<file path="src/hw/rtl/bba_pkg.sv">
// ----------------------------------------------------------------------------
// Bitmap block allocator: shared definitions
// Mark and status codes, register indexes, controller command and datapath
// status types.
// ----------------------------------------------------------------------------
package bba_pkg;

  localparam int NUM_BLOCKS_DEF = 64;
  localparam int ADDR_BITS      = 32;
  localparam int WIDE_W         = 36;
  localparam int FB_W           = 23;

  localparam logic [31:0] GRANT_MASK = (ADDR_BITS >= 32) ? 32'hFFFF_FFFF :
                                       32'((64'd1 << ADDR_BITS) - 64'd1);
  localparam logic [31:0]     BASE_RST = 32'd0;
  localparam logic [16:0]     BS_RST   = 17'd64;
  localparam logic [16:0]     BS_MAX   = 17'd65536;
  localparam logic [FB_W-1:0] FB_MAX   = {FB_W{1'b1}};

  typedef enum logic [1:0] {
    CFG_BASE   = 2'd0,
    CFG_BSIZE  = 2'd1,
    CFG_BCOUNT = 2'd2
  } cfg_idx_e;

  typedef enum logic [1:0] {
    MARK_FREE  = 2'd0,
    MARK_START = 2'd1,
    MARK_CONT  = 2'd2
  } mark_e;

  typedef enum logic [1:0] {
    ST_OK        = 2'd0,
    ST_NO_SPACE  = 2'd1,
    ST_ZERO_SIZE = 2'd2,
    ST_BAD_FREE  = 2'd3
  } status_e;

  typedef enum logic [4:0] {
    OP_NONE,
    OP_CLEAR,
    OP_ACCEPT,
    OP_READ,
    OP_FF_CHECK,
    OP_MARK,
    OP_DIV_STEP,
    OP_AL_INIT,
    OP_AL_SKIP,
    OP_AL_CAND,
    OP_AL_LAST,
    OP_AL_NEXT,
    OP_AL_HIT,
    OP_FR_STEP,
    OP_FR_CLEAR,
    OP_RESULT
  } dp_op_e;

  typedef struct packed {
    dp_op_e op;
  } dp_cmd_t;

  typedef struct packed {
    logic in_mode;
    logic in_req_zero;
    logic in_align_zero;
    logic clr_last;
    logic div_done;
    logic ff_hit;
    logic j_end;
    logic al_end;
    logic al_skip;
    logic al_over;
    logic rd_free;
    logic rd_start;
    logic rd_cont;
    logic j_last_blk;
    logic mark_done;
    logic fr_range_bad;
    logic fr_found;
    logic out_ready;
  } dp_sts_t;

endpackage

</file>
<file path="src/hw/rtl/bitmap_block_allocator.sv">
// ----------------------------------------------------------------------------
// Bitmap block allocator
// First fit and aligned allocation over a map of equal blocks, with run
// release and a free byte count on every result.
// ----------------------------------------------------------------------------
// One item is worked on at a time, around the single-port mark memory. After
// reset and after each write to a known register the whole map is cleared,
// during which no beat is taken. First fit reads and checks each block in
// turn and then marks the run that it found; an aligned request first runs
// two remainder calculations, then steps over candidate blocks and checks
// the blocks of each candidate; a free steps block by block up to the named
// block and then releases the run block by block. The result is then handed
// to the output register, and the next beat is taken while that result waits.
module bitmap_block_allocator #(
  parameter int NUM_BLOCKS = bba_pkg::NUM_BLOCKS_DEF
) (
  input  logic        clk_i,
  input  logic        rst_ni,
  input  logic        cfg_we_i,
  input  logic [1:0]  cfg_idx_i,
  input  logic [31:0] cfg_data_i,
  input  logic        in_valid_i,
  output logic        in_stall_o,
  input  logic        mode_i,
  input  logic [31:0] request_bytes_i,
  input  logic [16:0] align_bytes_i,
  input  logic [31:0] free_address_i,
  output logic        out_valid_o,
  input  logic        out_stall_i,
  output logic [31:0] grant_address_o,
  output logic [1:0]  status_o,
  output logic [22:0] free_bytes_o
);

  import bba_pkg::*;

  dp_cmd_t cmd;
  dp_sts_t sts;

  bba_ctrl u_ctrl (
    .clk_i      (clk_i),
    .rst_ni     (rst_ni),
    .cfg_we_i   (cfg_we_i),
    .cfg_idx_i  (cfg_idx_i),
    .in_valid_i (in_valid_i),
    .in_stall_o (in_stall_o),
    .sts_i      (sts),
    .cmd_o      (cmd)
  );

  bba_datapath #(
    .NUM_BLOCKS (NUM_BLOCKS)
  ) u_datapath (
    .clk_i           (clk_i),
    .rst_ni          (rst_ni),
    .cfg_we_i        (cfg_we_i),
    .cfg_idx_i       (cfg_idx_i),
    .cfg_data_i      (cfg_data_i),
    .mode_i          (mode_i),
    .request_bytes_i (request_bytes_i),
    .align_bytes_i   (align_bytes_i),
    .free_address_i  (free_address_i),
    .out_valid_o     (out_valid_o),
    .out_stall_i     (out_stall_i),
    .grant_address_o (grant_address_o),
    .status_o        (status_o),
    .free_bytes_o    (free_bytes_o),
    .cmd_i           (cmd),
    .sts_o           (sts)
  );

  a_mark_in_region: assert property (@(posedge clk_i) disable iff (!rst_ni)
    cmd.op == OP_MARK |-> !sts.j_end)
    else $error("run marking beyond the blocks in use");

  a_result_slot_free: assert property (@(posedge clk_i) disable iff (!rst_ni)
    cmd.op == OP_RESULT |-> sts.out_ready)
    else $error("result loaded over an untaken beat");

  a_cfg_clears: assert property (@(posedge clk_i) disable iff (!rst_ni)
    cfg_we_i && (cfg_idx_i == CFG_BASE || cfg_idx_i == CFG_BSIZE ||
                 cfg_idx_i == CFG_BCOUNT) |=> in_stall_o)
    else $error("beat taken during map clearing");

endmodule

</file>
<file path="src/hw/rtl/bba_rem.sv">
// ----------------------------------------------------------------------------
// Bitmap block allocator: remainder unit
// Restoring remainder of a 32-bit dividend by a 17-bit divisor, one bit per
// cycle; done pulses once when the remainder is ready.
// ----------------------------------------------------------------------------
module bba_rem (
  input  logic        clk_i,
  input  logic        rst_ni,
  input  logic        start_i,
  input  logic [31:0] dividend_i,
  input  logic [16:0] divisor_i,
  output logic        done_o,
  output logic [16:0] rem_o
);

  logic        busy_q, busy_d;
  logic        done_q, done_d;
  logic [4:0]  cnt_q, cnt_d;
  logic [31:0] a_q, a_d;
  logic [16:0] d_q, d_d;
  logic [16:0] rem_q, rem_d;
  logic [17:0] trial;
  logic [17:0] diff;

  assign trial = {rem_q, a_q[31]};
  assign diff  = trial - {1'b0, d_q};

  always_comb begin
    busy_d = busy_q;
    done_d = 1'b0;
    cnt_d  = cnt_q;
    a_d    = a_q;
    d_d    = d_q;
    rem_d  = rem_q;
    if (start_i) begin
      busy_d = 1'b1;
      cnt_d  = '0;
      a_d    = dividend_i;
      d_d    = divisor_i;
      rem_d  = '0;
    end else if (busy_q) begin
      rem_d = (trial >= {1'b0, d_q}) ? diff[16:0] : trial[16:0];
      a_d   = {a_q[30:0], 1'b0};
      cnt_d = cnt_q + 5'd1;
      if (cnt_q == 5'd31) begin
        busy_d = 1'b0;
        done_d = 1'b1;
      end
    end
  end

  always_ff @(posedge clk_i or negedge rst_ni) begin
    if (!rst_ni) begin
      busy_q <= 1'b0;
      done_q <= 1'b0;
    end else begin
      busy_q <= busy_d;
      done_q <= done_d;
    end
  end

  always_ff @(posedge clk_i) begin
    cnt_q <= cnt_d;
    a_q   <= a_d;
    d_q   <= d_d;
    rem_q <= rem_d;
  end

  assign done_o = done_q;
  assign rem_o  = rem_q;

endmodule

</file>
<file path="src/hw/rtl/bba_datapath.sv">
// ----------------------------------------------------------------------------
// Bitmap block allocator: datapath
// Configuration registers, block mark memory, scan counters and address
// accumulators, remainder unit and the result register.
// ----------------------------------------------------------------------------
module bba_datapath #(
  parameter int NUM_BLOCKS = 64
) (
  input  logic             clk_i,
  input  logic             rst_ni,
  input  logic             cfg_we_i,
  input  logic [1:0]       cfg_idx_i,
  input  logic [31:0]      cfg_data_i,
  input  logic             mode_i,
  input  logic [31:0]      request_bytes_i,
  input  logic [16:0]      align_bytes_i,
  input  logic [31:0]      free_address_i,
  output logic             out_valid_o,
  input  logic             out_stall_i,
  output logic [31:0]      grant_address_o,
  output logic [1:0]       status_o,
  output logic [22:0]      free_bytes_o,
  input  bba_pkg::dp_cmd_t cmd_i,
  output bba_pkg::dp_sts_t sts_o
);

  import bba_pkg::*;

  localparam int CNT_W  = $clog2(NUM_BLOCKS + 1);
  localparam int IDX_W  = $clog2(NUM_BLOCKS);
  localparam int BC_RST = (NUM_BLOCKS < 64) ? NUM_BLOCKS : 64;
  localparam int PW     = 17 + CNT_W;

  logic [31:0]       base_q, base_d;
  logic [16:0]       bs_q, bs_d;
  logic [CNT_W-1:0]  bc_q, bc_d;
  logic [CNT_W-1:0]  free_q, free_d;
  logic [IDX_W-1:0]  clr_q, clr_d;
  logic [WIDE_W-1:0] end_q, end_d;

  logic [31:0]       req_q, req_d;
  logic [16:0]       align_q, align_d;
  logic [31:0]       faddr_q, faddr_d;
  logic [31:0]       grant_q, grant_d;
  logic [1:0]        status_q, status_d;

  logic [CNT_W-1:0]  j_q, j_d;
  logic [CNT_W-1:0]  b_q, b_d;
  logic [CNT_W-1:0]  start_q, start_d;
  logic [CNT_W-1:0]  mk_end_q, mk_end_d;
  logic [WIDE_W-1:0] jlo_q, jlo_d;
  logic [WIDE_W-1:0] lo_q, lo_d;
  logic [WIDE_W-1:0] run_q, run_d;
  logic [WIDE_W-1:0] start_lo_q, start_lo_d;
  logic [WIDE_W-1:0] cand_q, cand_d;
  logic [WIDE_W-1:0] last_q, last_d;
  logic [16:0]       r_q, r_d;
  logic [16:0]       step_q, step_d;

  logic              out_valid_q, out_valid_d;
  logic [31:0]       out_grant_q, out_grant_d;
  logic [1:0]        out_status_q, out_status_d;
  logic [FB_W-1:0]   out_fb_q, out_fb_d;

  logic [1:0]        marks_q [NUM_BLOCKS];
  logic [1:0]        rd_q;
  logic              mem_we;
  logic [IDX_W-1:0]  mem_addr;
  logic [1:0]        mem_wdata;

  logic [16:0]       bs_cfg;
  logic [31:0]       bc_v;
  logic              cfg_hit;
  logic [WIDE_W-1:0] bs_w;
  logic [WIDE_W-1:0] run_new;
  logic [CNT_W-1:0]  start_eff;
  logic [WIDE_W-1:0] start_lo_eff;
  logic [16:0]       off;
  logic [17:0]       r_sum;
  logic [16:0]       r_next;
  logic [WIDE_W-1:0] last_calc;
  logic [PW-1:0]     end_prod;
  logic [PW-1:0]     fb_prod;
  logic [63:0]       fb_wide;
  logic [FB_W-1:0]   fb_sat;
  logic              div_start;
  logic [31:0]       div_dividend;
  logic [16:0]       div_divisor;
  logic              div_done;
  logic [16:0]       div_rem;

  bba_rem u_rem (
    .clk_i      (clk_i),
    .rst_ni     (rst_ni),
    .start_i    (div_start),
    .dividend_i (div_dividend),
    .divisor_i  (div_divisor),
    .done_o     (div_done),
    .rem_o      (div_rem)
  );

  assign div_start = ((cmd_i.op == OP_ACCEPT) && !mode_i && (request_bytes_i != '0) &&
                      (align_bytes_i != '0)) || (cmd_i.op == OP_DIV_STEP);
  assign div_dividend = (cmd_i.op == OP_ACCEPT) ? base_q : {15'd0, bs_q};
  assign div_divisor  = (cmd_i.op == OP_ACCEPT) ? align_bytes_i : align_q;

  always_comb begin
    bs_cfg = cfg_data_i[16:0];
    if (bs_cfg == '0) bs_cfg = 17'd1;
    if (bs_cfg > BS_MAX) bs_cfg = BS_MAX;
    bc_v = {25'd0, cfg_data_i[6:0]};
    if (bc_v == '0) bc_v = 32'd1;
    if (bc_v > 32'(NUM_BLOCKS)) bc_v = 32'(NUM_BLOCKS);
  end

  assign cfg_hit = cfg_we_i && (cfg_idx_i inside {CFG_BASE, CFG_BSIZE, CFG_BCOUNT});

  assign bs_w         = WIDE_W'(bs_q);
  assign run_new      = run_q + bs_w;
  assign start_eff    = (run_q == '0) ? j_q : start_q;
  assign start_lo_eff = (run_q == '0) ? jlo_q : start_lo_q;
  assign off          = (r_q == '0) ? '0 : align_q - r_q;
  assign r_sum        = {1'b0, r_q} + {1'b0, step_q};
  assign r_next       = (r_sum >= {1'b0, align_q}) ? 17'(r_sum - {1'b0, align_q}) : r_sum[16:0];
  assign last_calc    = cand_q + WIDE_W'(req_q) - WIDE_W'(1);
  assign end_prod     = PW'(bs_q) * PW'(bc_q);
  assign fb_prod      = PW'(bs_q) * PW'(free_q);
  assign fb_wide      = 64'(fb_prod);
  assign fb_sat       = (fb_wide > 64'(FB_MAX)) ? FB_MAX : fb_wide[FB_W-1:0];

  always_comb begin
    base_d       = base_q;
    bs_d         = bs_q;
    bc_d         = bc_q;
    free_d       = free_q;
    clr_d        = clr_q;
    end_d        = WIDE_W'(base_q) + WIDE_W'(end_prod);
    req_d        = req_q;
    align_d      = align_q;
    faddr_d      = faddr_q;
    grant_d      = grant_q;
    status_d     = status_q;
    j_d          = j_q;
    b_d          = b_q;
    start_d      = start_q;
    mk_end_d     = mk_end_q;
    jlo_d        = jlo_q;
    lo_d         = lo_q;
    run_d        = run_q;
    start_lo_d   = start_lo_q;
    cand_d       = cand_q;
    last_d       = last_q;
    r_d          = r_q;
    step_d       = step_q;
    out_valid_d  = out_valid_q && out_stall_i;
    out_grant_d  = out_grant_q;
    out_status_d = out_status_q;
    out_fb_d     = out_fb_q;
    mem_we       = 1'b0;
    mem_addr     = j_q[IDX_W-1:0];
    mem_wdata    = MARK_FREE;

    case (cmd_i.op)
      OP_CLEAR: begin
        mem_we   = 1'b1;
        mem_addr = clr_q;
        clr_d    = clr_q + IDX_W'(1);
        free_d   = bc_q;
      end
      OP_ACCEPT: begin
        req_d    = request_bytes_i;
        align_d  = align_bytes_i;
        faddr_d  = free_address_i;
        grant_d  = '0;
        if (mode_i) status_d = ST_BAD_FREE;
        else if (request_bytes_i == '0) status_d = ST_ZERO_SIZE;
        else status_d = ST_NO_SPACE;
        j_d      = '0;
        jlo_d    = WIDE_W'(base_q);
        run_d    = '0;
      end
      OP_FF_CHECK: begin
        if (rd_q == MARK_FREE) begin
          if (run_new >= WIDE_W'(req_q)) begin
            mk_end_d = j_q;
            j_d      = start_eff;
            start_d  = start_eff;
            grant_d  = start_lo_eff[31:0] & GRANT_MASK;
            status_d = ST_OK;
          end else begin
            run_d      = run_new;
            start_d    = start_eff;
            start_lo_d = start_lo_eff;
            j_d        = j_q + CNT_W'(1);
            jlo_d      = jlo_q + bs_w;
          end
        end else begin
          run_d = '0;
          j_d   = j_q + CNT_W'(1);
          jlo_d = jlo_q + bs_w;
        end
      end
      OP_MARK: begin
        mem_we    = 1'b1;
        mem_wdata = (j_q == start_q) ? MARK_START : MARK_CONT;
        free_d    = free_q - CNT_W'(1);
        j_d       = j_q + CNT_W'(1);
      end
      OP_DIV_STEP: r_d = div_rem;
      OP_AL_INIT: begin
        step_d = div_rem;
        b_d    = '0;
        lo_d   = WIDE_W'(base_q);
      end
      OP_AL_SKIP: begin
        b_d  = b_q + CNT_W'(1);
        lo_d = lo_q + bs_w;
        r_d  = r_next;
      end
      OP_AL_CAND: cand_d = lo_q + WIDE_W'(off);
      OP_AL_LAST: begin
        last_d = last_calc;
        j_d    = b_q;
        jlo_d  = lo_q;
      end
      OP_AL_NEXT, OP_FR_STEP: begin
        j_d   = j_q + CNT_W'(1);
        jlo_d = jlo_q + bs_w;
      end
      OP_AL_HIT: begin
        start_d  = b_q;
        mk_end_d = j_q;
        j_d      = b_q;
        grant_d  = cand_q[31:0] & GRANT_MASK;
        status_d = ST_OK;
      end
      OP_FR_CLEAR: begin
        mem_we   = 1'b1;
        free_d   = free_q + CNT_W'(1);
        j_d      = j_q + CNT_W'(1);
        status_d = ST_OK;
      end
      OP_RESULT: begin
        out_valid_d  = 1'b1;
        out_grant_d  = grant_q;
        out_status_d = status_q;
        out_fb_d     = fb_sat;
      end
      default: ;
    endcase

    if (cfg_we_i) begin
      case (cfg_idx_i)
        CFG_BASE:   base_d = cfg_data_i;
        CFG_BSIZE:  bs_d   = bs_cfg;
        CFG_BCOUNT: bc_d   = bc_v[CNT_W-1:0];
        default: ;
      endcase
    end
    if (cfg_hit) clr_d = '0;
  end

  always_ff @(posedge clk_i or negedge rst_ni) begin
    if (!rst_ni) begin
      base_q      <= BASE_RST;
      bs_q        <= BS_RST;
      bc_q        <= CNT_W'(BC_RST);
      free_q      <= CNT_W'(BC_RST);
      clr_q       <= '0;
      out_valid_q <= 1'b0;
    end else begin
      base_q      <= base_d;
      bs_q        <= bs_d;
      bc_q        <= bc_d;
      free_q      <= free_d;
      clr_q       <= clr_d;
      out_valid_q <= out_valid_d;
    end
  end

  always_ff @(posedge clk_i) begin
    end_q        <= end_d;
    req_q        <= req_d;
    align_q      <= align_d;
    faddr_q      <= faddr_d;
    grant_q      <= grant_d;
    status_q     <= status_d;
    j_q          <= j_d;
    b_q          <= b_d;
    start_q      <= start_d;
    mk_end_q     <= mk_end_d;
    jlo_q        <= jlo_d;
    lo_q         <= lo_d;
    run_q        <= run_d;
    start_lo_q   <= start_lo_d;
    cand_q       <= cand_d;
    last_q       <= last_d;
    r_q          <= r_d;
    step_q       <= step_d;
    out_grant_q  <= out_grant_d;
    out_status_q <= out_status_d;
    out_fb_q     <= out_fb_d;
  end

  always_ff @(posedge clk_i) begin
    if (mem_we) marks_q[mem_addr] <= mem_wdata;
    if (cmd_i.op == OP_READ) rd_q <= marks_q[j_q[IDX_W-1:0]];
  end

  always_comb begin
    sts_o.in_mode       = mode_i;
    sts_o.in_req_zero   = (request_bytes_i == '0);
    sts_o.in_align_zero = (align_bytes_i == '0);
    sts_o.clr_last      = (clr_q == IDX_W'(NUM_BLOCKS - 1));
    sts_o.div_done      = div_done;
    sts_o.ff_hit        = (run_new >= WIDE_W'(req_q));
    sts_o.j_end         = (j_q == bc_q);
    sts_o.al_end        = (b_q == bc_q);
    sts_o.al_skip       = (off >= bs_q);
    sts_o.al_over       = (last_calc >= end_q);
    sts_o.rd_free       = (rd_q == MARK_FREE);
    sts_o.rd_start      = (rd_q == MARK_START);
    sts_o.rd_cont       = (rd_q == MARK_CONT);
    sts_o.j_last_blk    = ((jlo_q + bs_w) > last_q);
    sts_o.mark_done     = (j_q == mk_end_q);
    sts_o.fr_range_bad  = (faddr_q < base_q) || (WIDE_W'(faddr_q) >= end_q);
    sts_o.fr_found      = ((jlo_q + bs_w) > WIDE_W'(faddr_q));
    sts_o.out_ready     = !out_valid_q || !out_stall_i;
  end

  assign out_valid_o     = out_valid_q;
  assign grant_address_o = out_grant_q;
  assign status_o        = out_status_q;
  assign free_bytes_o    = out_fb_q;

endmodule

</file>
<file path="src/hw/rtl/bba_ctrl.sv">
// ----------------------------------------------------------------------------
// Bitmap block allocator: controller
// Sequences the clearing pass, the first fit and aligned searches, run
// marking, run release and result hand-off.
// ----------------------------------------------------------------------------
module bba_ctrl (
  input  logic             clk_i,
  input  logic             rst_ni,
  input  logic             cfg_we_i,
  input  logic [1:0]       cfg_idx_i,
  input  logic             in_valid_i,
  output logic             in_stall_o,
  input  bba_pkg::dp_sts_t sts_i,
  output bba_pkg::dp_cmd_t cmd_o
);

  import bba_pkg::*;

  typedef enum logic [15:0] {
    S_CLEAR    = 16'h0001,
    S_IDLE     = 16'h0002,
    S_FF_RD    = 16'h0004,
    S_FF_CHK   = 16'h0008,
    S_MARK     = 16'h0010,
    S_DIV_BASE = 16'h0020,
    S_DIV_STEP = 16'h0040,
    S_AL_CAND  = 16'h0080,
    S_AL_LAST  = 16'h0100,
    S_AL_RD    = 16'h0200,
    S_AL_CHK   = 16'h0400,
    S_FR_FIND  = 16'h0800,
    S_FR_CHK   = 16'h1000,
    S_FR_NEXT  = 16'h2000,
    S_FR_CCHK  = 16'h4000,
    S_RESULT   = 16'h8000
  } state_e;

  state_e state_q, state_d;
  dp_op_e op;
  logic   cfg_hit;

  assign cfg_hit = cfg_we_i && (cfg_idx_i inside {CFG_BASE, CFG_BSIZE, CFG_BCOUNT});

  always_comb begin
    state_d = state_q;
    op      = OP_NONE;
    case (state_q)
      S_CLEAR: begin
        op = OP_CLEAR;
        if (sts_i.clr_last) state_d = S_IDLE;
      end
      S_IDLE: begin
        if (in_valid_i) begin
          op = OP_ACCEPT;
          if (sts_i.in_mode) state_d = S_FR_FIND;
          else if (sts_i.in_req_zero) state_d = S_RESULT;
          else if (sts_i.in_align_zero) state_d = S_FF_RD;
          else state_d = S_DIV_BASE;
        end
      end
      S_FF_RD: begin
        if (sts_i.j_end) state_d = S_RESULT;
        else begin
          op      = OP_READ;
          state_d = S_FF_CHK;
        end
      end
      S_FF_CHK: begin
        op      = OP_FF_CHECK;
        state_d = (sts_i.rd_free && sts_i.ff_hit) ? S_MARK : S_FF_RD;
      end
      S_MARK: begin
        op = OP_MARK;
        if (sts_i.mark_done) state_d = S_RESULT;
      end
      S_DIV_BASE: begin
        if (sts_i.div_done) begin
          op      = OP_DIV_STEP;
          state_d = S_DIV_STEP;
        end
      end
      S_DIV_STEP: begin
        if (sts_i.div_done) begin
          op      = OP_AL_INIT;
          state_d = S_AL_CAND;
        end
      end
      S_AL_CAND: begin
        if (sts_i.al_end) state_d = S_RESULT;
        else if (sts_i.al_skip) op = OP_AL_SKIP;
        else begin
          op      = OP_AL_CAND;
          state_d = S_AL_LAST;
        end
      end
      S_AL_LAST: begin
        if (sts_i.al_over) state_d = S_RESULT;
        else begin
          op      = OP_AL_LAST;
          state_d = S_AL_RD;
        end
      end
      S_AL_RD: begin
        op      = OP_READ;
        state_d = S_AL_CHK;
      end
      S_AL_CHK: begin
        if (!sts_i.rd_free) begin
          op      = OP_AL_SKIP;
          state_d = S_AL_CAND;
        end else if (sts_i.j_last_blk) begin
          op      = OP_AL_HIT;
          state_d = S_MARK;
        end else begin
          op      = OP_AL_NEXT;
          state_d = S_AL_RD;
        end
      end
      S_FR_FIND: begin
        if (sts_i.fr_range_bad) state_d = S_RESULT;
        else if (sts_i.fr_found) begin
          op      = OP_READ;
          state_d = S_FR_CHK;
        end else op = OP_FR_STEP;
      end
      S_FR_CHK: begin
        if (sts_i.rd_start) begin
          op      = OP_FR_CLEAR;
          state_d = S_FR_NEXT;
        end else state_d = S_RESULT;
      end
      S_FR_NEXT: begin
        if (sts_i.j_end) state_d = S_RESULT;
        else begin
          op      = OP_READ;
          state_d = S_FR_CCHK;
        end
      end
      S_FR_CCHK: begin
        if (sts_i.rd_cont) begin
          op      = OP_FR_CLEAR;
          state_d = S_FR_NEXT;
        end else state_d = S_RESULT;
      end
      S_RESULT: begin
        if (sts_i.out_ready) begin
          op      = OP_RESULT;
          state_d = S_IDLE;
        end
      end
      default: state_d = S_CLEAR;
    endcase
    if (cfg_hit) state_d = S_CLEAR;
  end

  always_ff @(posedge clk_i or negedge rst_ni) begin
    if (!rst_ni) begin
      state_q <= S_CLEAR;
    end else begin
      state_q <= state_d;
    end
  end

  assign in_stall_o = (state_q != S_IDLE);
  assign cmd_o.op   = op;

endmodule
</file>
<file path="config.mk">
export PLATFORM = sky130hd
export DESIGN_NAME = bitmap_block_allocator
export DESIGN_NICKNAME = d
export VERILOG_FILES = /design/src/hw/rtl/bba_pkg.sv /design/src/hw/rtl/bitmap_block_allocator.sv /design/src/hw/rtl/bba_rem.sv /design/src/hw/rtl/bba_datapath.sv /design/src/hw/rtl/bba_ctrl.sv
export SDC_FILE = /design/constraint.sdc
export NUM_CORES = 2
export LEC_CHECK = 0
export BUFFER_PORTS_ARGS = -buffer_cell sky130_fd_sc_hd__buf_2
export CAP_MARGIN = 15
export CORE_ASPECT_RATIO = 1.25
export CORE_UTILIZATION = 62
export DETAILED_ROUTE_END_ITERATION = 7
export GPL_TIMING_DRIVEN = 0
export PLACE_DENSITY = 0.8
export SLEW_MARGIN = 20
export SYNTH_ARGS = -nofsm -noshare
export SYNTH_HDL_FRONTEND = slang
export SYNTH_SLANG_ARGS = --single-unit
</file>
<file path="constraint.sdc">
create_clock -name clk_i -period 8.8 [get_ports clk_i]
set_input_delay 1.32 -clock clk_i [delete_from_list [all_inputs] [get_ports clk_i]]
set_output_delay 1.32 -clock clk_i [all_outputs]
set_load 0.02 [all_outputs]
</file>
## Word level (Yosys, flattened, before mapping)

Memories as Yosys holds them, arrays and structs flattened. A register that Yosys moved wholly into a read port is not among the register bits.
Cells that the tools add are included.
Widths: inputs -> output; s select.

- Register bits: 641
- Bits in writable memories: 128
- Input bits: 121
- Output and inout bits: 59
- Memories: 1

Memory list:

| name | depth | width | read ports | clocked after memory_dff | wr ports | RTL line | text |
|---|---|---|---|---|---|---|---|
| u_datapath.marks_q | 64 | 2 | 1 | 1 | 1 | bba_datapath.sv:65 | `logic [1:0] marks_q [NUM_BLOCKS];` |

- Add/subtract/negate cells: 17
- Multipliers: 2
- Magnitude comparators: 12
- Equality and inequality tests: 53
- Multiplexer cells: 92
- Bitwise operators: 1
- Reduce and logical (&&, ||, !) cells: 51

Operator list:

| cell | number |
|---|---|
| $mux 16 | 19 |
| $pmux 16 s16 | 1 |
| $mux 32 | 6 |
| $add 36x17->36 | 4 |
| $mux 36 | 4 |
| $pmux 36 s2 | 2 |
| $pmux 36 s4 | 1 |
| $mux 17 | 6 |
| $pmux 32 s3 | 1 |
| $pmux 5 s15 | 1 |
| $mux 7 | 8 |
| $logic_not 17->1 | 3 |
| $sub 17x17->17 | 3 |
| $mul 17x7->24 | 2 |
| $pmux 7 s2 | 3 |
| $eq 5x4->1 const B | 8 |
| $add 36x32->36 | 1 |
| $ge 18x17->1 | 2 |
| $ge 32x36->1 | 1 |
| $ge 36x32->1 | 1 |
| $ge 36x36->1 | 1 |
| $gt 36x32->1 | 1 |
| $gt 36x36->1 | 1 |
| $logic_not 36->1 | 1 |
| 71 further kinds | 147 |

## Logic depth before layout (Yosys ltp)

- Depth after elaboration: 12
- Mapped depth: 30

## Hierarchy

From an unflattened synthesis, not the netlist that was laid out.

- Cells, all modules: 5223
- Area total of the unflattened synthesis: 53785.3 um^2

By module, submodules not included:

| module | times used | cells each | area an instance (um^2) | seq. area each (um^2) |
|---|---|---|---|---|
| bba_datapath | 1 | 4701 | 48408.9 | 19542.5 |
| bba_rem | 1 | 349 | 3971.3 | 1961.9 |
| bba_ctrl | 1 | 173 | 1405.1 | 401.6 |

## Least setup slack after synthesis

No wires, ideal clock.

- Path kind: reg-to-reg
- Start point: reg u_datapath.r_q[0]
- End point: reg u_datapath.b_q[0] (enable)
- Arrival: 6.877 ns
- Path slack: 1.372 ns
- Stages on the path, launching flop included: 27
- Cell sequence: edfxtp_1 ha_1 inv_1 fa_1 a21o_1 a21oi_1 o21bai_1 a21o_1 a21oi_1 o21ai_0 o41ai_1 o211ai_1 xnor2_1 nor2_1 ha_1 a21o_1 a21o_1 a21oi_1 o211ai_1 nor2_1 nor4_1 and3_1 clkbuf_1 nand4_4 buf_4 buf_6 nand2_1

- Word-level cells in the longest chain between the ends: 8
- Elaborated cells between the ends (all ways): 10
- Those cells by class: add/sub: 1; order compare: 1; eq/ne: 2; mux: 4; reduce/logical: 2

RTL lines:

| item | RTL line | text |
|---|---|---|
| start: declaration | bba_datapath.sv:57 | `logic [16:0] r_q, r_d;` |
| start signal: assignment | bba_datapath.sv:298 | `r_q <= r_d;` |
| $sub 17x17->17 or $logic_not 17->1 (tied branches) | bba_datapath.sv:122 | `assign off = (r_q == '0) ? '0 : align_q - r_q;` |
| $mux 17 * | bba_datapath.sv:122 |  |
| $ge 17x17->1 * | bba_datapath.sv:319 | `sts_o.al_skip = (off >= bs_q);` |
| $mux 1 * | bba_ctrl.sv:90 | `else if (sts_i.al_skip) op = OP_AL_SKIP;` |
| $mux 5 * | bba_ctrl.sv:89 | `if (sts_i.al_end) state_d = S_RESULT;` |
| $pmux 5 s15 * | bba_ctrl.sv:47 | `case (state_q)` |
| $eq 5x4->1 or $eq 5x3->1 (tied branches) | bba_datapath.sv:163 | `case (cmd_i.op)` |
| $reduce_bool 2->1 (no source line) * | -- |  |
| end signal: assignment | bba_datapath.sv:289 | `b_q <= b_d;` |
| end: declaration | bba_datapath.sv:48 | `logic [CNT_W-1:0] b_q, b_d;` |

Mark *: on every way between the ends. The rest lies on a longest branch, timed or not.
A chain may end at the register's enable or synchronous reset.

## Worst setup path after layout

- Start point: reg u_datapath.bs_q[1]
- End point: reg u_datapath.jlo_q[26] (enable)

- Word-level cells in the longest chain between the ends: 9
- Elaborated cells between the ends (all ways): 22
- Those cells by class: add/sub: 2; order compare: 4; eq/ne: 6; mux: 7; reduce/logical: 3

RTL lines:

| item | RTL line | text |
|---|---|---|
| start: declaration | bba_datapath.sv:35 | `logic [16:0] bs_q, bs_d;` |
| start signal: assignment | bba_datapath.sv:273 | `bs_q <= bs_d;` |
| $add 36x17->36 | bba_datapath.sv:324, bba_datapath.sv:327 |  |
| $gt 36x36->1 or $gt 36x32->1 (tied branches) | bba_datapath.sv:324, bba_datapath.sv:327 |  |
| $mux 3 or $mux 4 (tied branches) | bba_ctrl.sv:111, bba_ctrl.sv:121 |  |
| $mux 5, on equally long branches | bba_ctrl.sv:108, bba_ctrl.sv:120 |  |
| $pmux 5 s15 | bba_ctrl.sv:47 |  |
| $eq 5x4->1 | bba_datapath.sv:163 |  |
| $reduce_or 2->1 | bba_datapath.sv:163 |  |
| $reduce_bool 4->1 (no source line) | -- |  |
| $reduce_and 2->1 (no source line) * | -- |  |
| end signal: assignment | bba_datapath.sv:292 | `jlo_q <= jlo_d;` |
| end: declaration | bba_datapath.sv:51 | `logic [WIDE_W-1:0] jlo_q, jlo_d;` |

Marked as above.

==> flow_summary.yaml <==
die:
  fp.dieArea_um2: 88250
  start_util: 0.6285
  io-pin-count: 180
  dieWidth_um: 265.9
  dieHeight_um: 331.9
  design.core.area_um2: 85880
  placement_rows: 120
detailed_routing:
  wl_per_cell_um: 24.05
  detail_route.first_pass.iterations: 6
  route.vias.total: 42490
  drcViolationCount: 0
  drt-initial-drc-count: 3968
  avgViaCountPerCell: 6.252
  antenna_violating_nets_post_route: 0
  total_wire_length_um: 163500
layout:
  regArea_um2: 21910
  final_layout_size_suffix_gt1_frac: 0.09464
  multi_input_comb_area_um2: 29120
  flow.area_growth_from_synthesis_pct: 10.32
  fin_area_um2: 59540
  fillCellCount: 6449
  finish.net_count: 6382
setup_path:
  worstSetupEndpoint: "u_datapath.jlo_q[26]"
  critical_path.endpoint_type: "flip-flop"
  crit_fanout: 19
  timing.reg2reg.worst_path_depth: 27
  reg2reg_setup_slack_ns: 0.14
  cp_data_required_time_ns: 9.17
  rr_endpoint: "u_datapath.jlo_q[26]"
  r2r_start: "u_datapath.bs_q[1]"
  cp.arrival_ns: 9.03
  crit_path_start_kind: "flip-flop"
  timing.setup.critical_path_class: "reg2reg"
  critPathLaunch: "u_datapath.bs_q[1]"
run:
  maxCapViolCount: 0
sta:
  timing.slew.headroom: 0.1914
  report.final.setup_viol: 0
  final_min_period_over_clock_period: 0.9844
  hold_viol: 0
  unrepaired_setup_endpoints_after_global_routing: "false"
  setup-tns-final_ns: 0
  timing_worst_slew_pin_value_ns: 1.208
  worst_setup_slack_after_layout_ns: 0.1377
  drv_slew: 0
  fmax_ghz: 0.1154
  fin_worst_hold_slack_ns: 0.4208
  worst_clock_skew_ns: 0.04807
  post_route_minimum_period_ns: 8.662
placed_design:
  dpl-instance-area_um2: 56720
  place.gp.congestion: 1.028
  detailedPlacementHpwl_um: 128300
  port_buffers: 178
  placement.setup.worst_slack_ns: -0.3687
clock_network:
  worst_setup_hold_path_clk_slew_ns: 0.06
  number_of_buffers_on_the_longest_clock_path: 3
  cts-htree-levels: 3
  tritoncts: "built"
  clk_sinks: 768
  clock_latency_ns: 0.67
  clockRootBuffer: "clkbuf_16"
  number_of_buffers_inserted_during_clock_tree_synthesis: 82
synthesis:
  post_synth.cell_area_avg_um2: 10.21
  post-synth-top-area-fraction: 0.3383
  synth_area_um2: 53970
  yosys.area.top_type: "edfxtp_1"
  ys_types: 92
  syn_inst: 5287
  synth.yosys.seq_area_share: 0.4059
  yosys_register_bits: 768
  synthesis.nets: 6103
  synth_top_flop_cell: "edfxtp_1"
  synthesis_warning_total: 0
  synthTopCellsByArea: "edfxtp_1 34%, ha_1 12%, fa_1 6.7%"
  synth-edff-count: 608
  synth_async_sr_flop_share: 0.1146
outcome:
  status: "finished clean"
grt:
  antenna_found_initial: 13
  grt_max_degree: 77
  via_count_of_the_first_global_routing_pass: 42550
  global_route.overflow_total: 0
  total_global_routing_track_utilization: 0.3712
  grt_first_pass_wirelength_um: 245900
power_and_ir_drop:
  clock_power_share: 0.251
  pwr-share-comb: 0.418
  swShare: 0.3909
  cellInternalPower_mw: 8.788
  pwr-share-seq: 0.331
  power.switching_mw: 5.641
  peakVddDrop_mv: 0.2423
  static-leakage-power_nw: 25.53
  p_per_area_nw_per_um2: 242.3
worst_hold_path:
  hp-class: "reg2reg"
==> sequential cells by signal, indices dropped and copies added (netlist names), 16 cells and up <==
name and flops:
u_datapath.u_rem.a_q 32, u_datapath.align_q 17, u_datapath.grant_q 32, u_datapath.last_q 36, u_ctrl.state_q 16, u_datapath.lo_q 36
u_datapath.bs_q 17, u_datapath.req_q 32, u_datapath.free_bytes_o 23, u_datapath.end_q 33, u_datapath.start_lo_q 32, u_datapath.u_rem.d_q 17
u_datapath.r_q 17, u_datapath.step_q 17, u_datapath.run_q 36, u_datapath.base_q 32, u_datapath.grant_address_o 32, u_datapath.u_rem.rem_o 17
u_datapath.faddr_q 32, u_datapath.cand_q 36, u_datapath.marks_q 128, u_datapath.jlo_q 36
==> synthesized netlist by cell type (all sizes together) (9+ instances only) <==
cell type and count:
a211o 9, a211oi 38, a21boi 13, a21o 109, a21oi 253, a22o 46
a31oi 23, a41oi 10, and2 155, and3 42, and4 15, buf 40
clkbuf 129, dfrtp 84, dfxtp 72, edfxtp 608, fa 180, ha 515
inv 620, mux2 84, mux2i 46, mux4 42, nand2 539, nand2b 54
nand3 135, nand3b 16, nand4 82, nor2 326, nor2b 53, nor3 70
nor3b 9, nor4 62, o211ai 40, o21a 34, o21ai 244, o21bai 28
o221ai 10, o31ai 12, or2 13, or3 18, or4 12, xnor2 193
xor2 106
==> cell families (layout without fill, tap and decap cells) <==
group / after synthesis / in the layout / share of synthesized area
AND/OR/NAND/NOR: 1612 / 1612 / 0.1465
AO/OA/AOI/OAI: 950 / 950 / 0.1124
buffers and inverters: 790 / 1135 / 0.05682
flip-flops: 768 / 768 / 0.4059
adder cells (fa/ha/maj): 696 / 696 / 0.1863
XOR/XNOR: 299 / 299 / 0.04852
multiplexers: 172 / 172 / 0.04358
other: 0 / 5 / 0
==> worst max-delay path: stages, from the launching register on <==
cell	delay, ns
dfrtp_1	0.93
ha_1	0.39
a211oi_1	0.31
o21a_1	0.21
o211ai_1	0.19
a31oi_2	0.38
nand2_1	0.08
o21ai_0	0.29
or2_2	0.30
nor3_1	0.08
xnor2_1	0.37
inv_1	0.15
ha_1	0.33
a21oi_1	0.13
o21ai_0	0.29
a2111oi_1	0.93
o221ai_1	0.25
o21ai_0	0.24
or4b_4	0.54
nor4_4	0.22
buf_4	0.20
buf_4	0.16
a211oi_1	0.06
and2_1	0.20
buf_6	0.14
buf_6	0.16
a21boi_4	0.61
buf_16	0.24
==> how the worst min path moves through the flow <==
stage / startpoint / to / slack, ns / cells after the start
final: u_datapath.grant_q[22] / u_datapath.grant_address_o[22] / 0.42 / 0
after CTS: u_datapath.status_q[0] / u_datapath.status_o[0] / 0.42 / 0
after floorplan: u_datapath.grant_q[0] / u_datapath.grant_address_o[0] / 0.40 / 0
after detailed placement: u_datapath.grant_q[29] / u_datapath.grant_address_o[29] / 0.41 / 0
after global placement: u_datapath.grant_q[30] / u_datapath.grant_address_o[30] / 0.40 / 0
after global routing: u_datapath.status_q[0] / u_datapath.status_o[0] / 0.42 / 0
==> power by group through the flow <==
stage                     registers, mW  logic, mW  clock network (mW)
after floorplan                    4.67       4.18                   0
after global placement             4.83       5.63                   0
after detailed placement           4.83       5.83                   0
after CTS                          4.76       5.89                3.62
after global routing               4.79       6.65                3.75
final                              4.78       6.03                3.62
==> stage by stage <==
stage	power, mW	util	std cells
after global routing	15.20	0.6932	6794
after floorplan	8.856	-	5287
after global placement	10.46	0.6557	6624
final	14.43	0.6933	6796
after CTS	14.28	0.6931	6791
after detailed placement	10.66	0.6604	6638
==> layer usage <==
metal | global-route usage | vias up | part of all wire
li1 | - | 19200 | -
met1 | 0.4387 | 20650 | 0.36
met2 | 0.6147 | 2033 | 0.47
met3 | 0.06154 | 587 | 0.080
met4 | 0.2629 | 18 | 0.081
met5 | 0 | - | 0.00073
==> cell type report <==
class / instances / area share
sequential: 768 / 0.3679
antenna: 5 / 0.0002101
clock inverter: 34 / 0.006577
buffer: 169 / 0.01246
clock buffer: 116 / 0.04007
multi-input combinational: 3729 / 0.4891
tap: 1159 / 0.02435
timing repair buffer: 195 / 0.02013
inverter: 621 / 0.03919
==> cells in the final DEF, fill, tap and decap left out, types with 53 or more instances in the layout <==
master / n
inv_1: 617
edfxtp_1: 608
nand2_1: 535
ha_1: 515
nor2_1: 321
a21oi_1: 252
o21ai_0: 242
xnor2_1: 193
buf_2: 188
fa_1: 180
and2_1: 154
clkbuf_1: 146
nand3_1: 135
a21o_1: 109
xor2_1: 106
clkbuf_16: 87
dfrtp_1: 83
nand4_1: 80
mux2_2: 77
dfxtp_1: 72
nor3_1: 63
nand2b_1: 54
nor4_1: 53
nor2b_1: 53
==> repair_timing <==
action,CTS,global route
gates cloned,0,0
endpoints found under the setup margin,79,36
hold buffers,0,0
pin swaps,1,1
gates resized for setup,1,2
endpoints found under the hold margin,0,0
buffers inserted,3,0
Power figures use the tool's default switching activity.
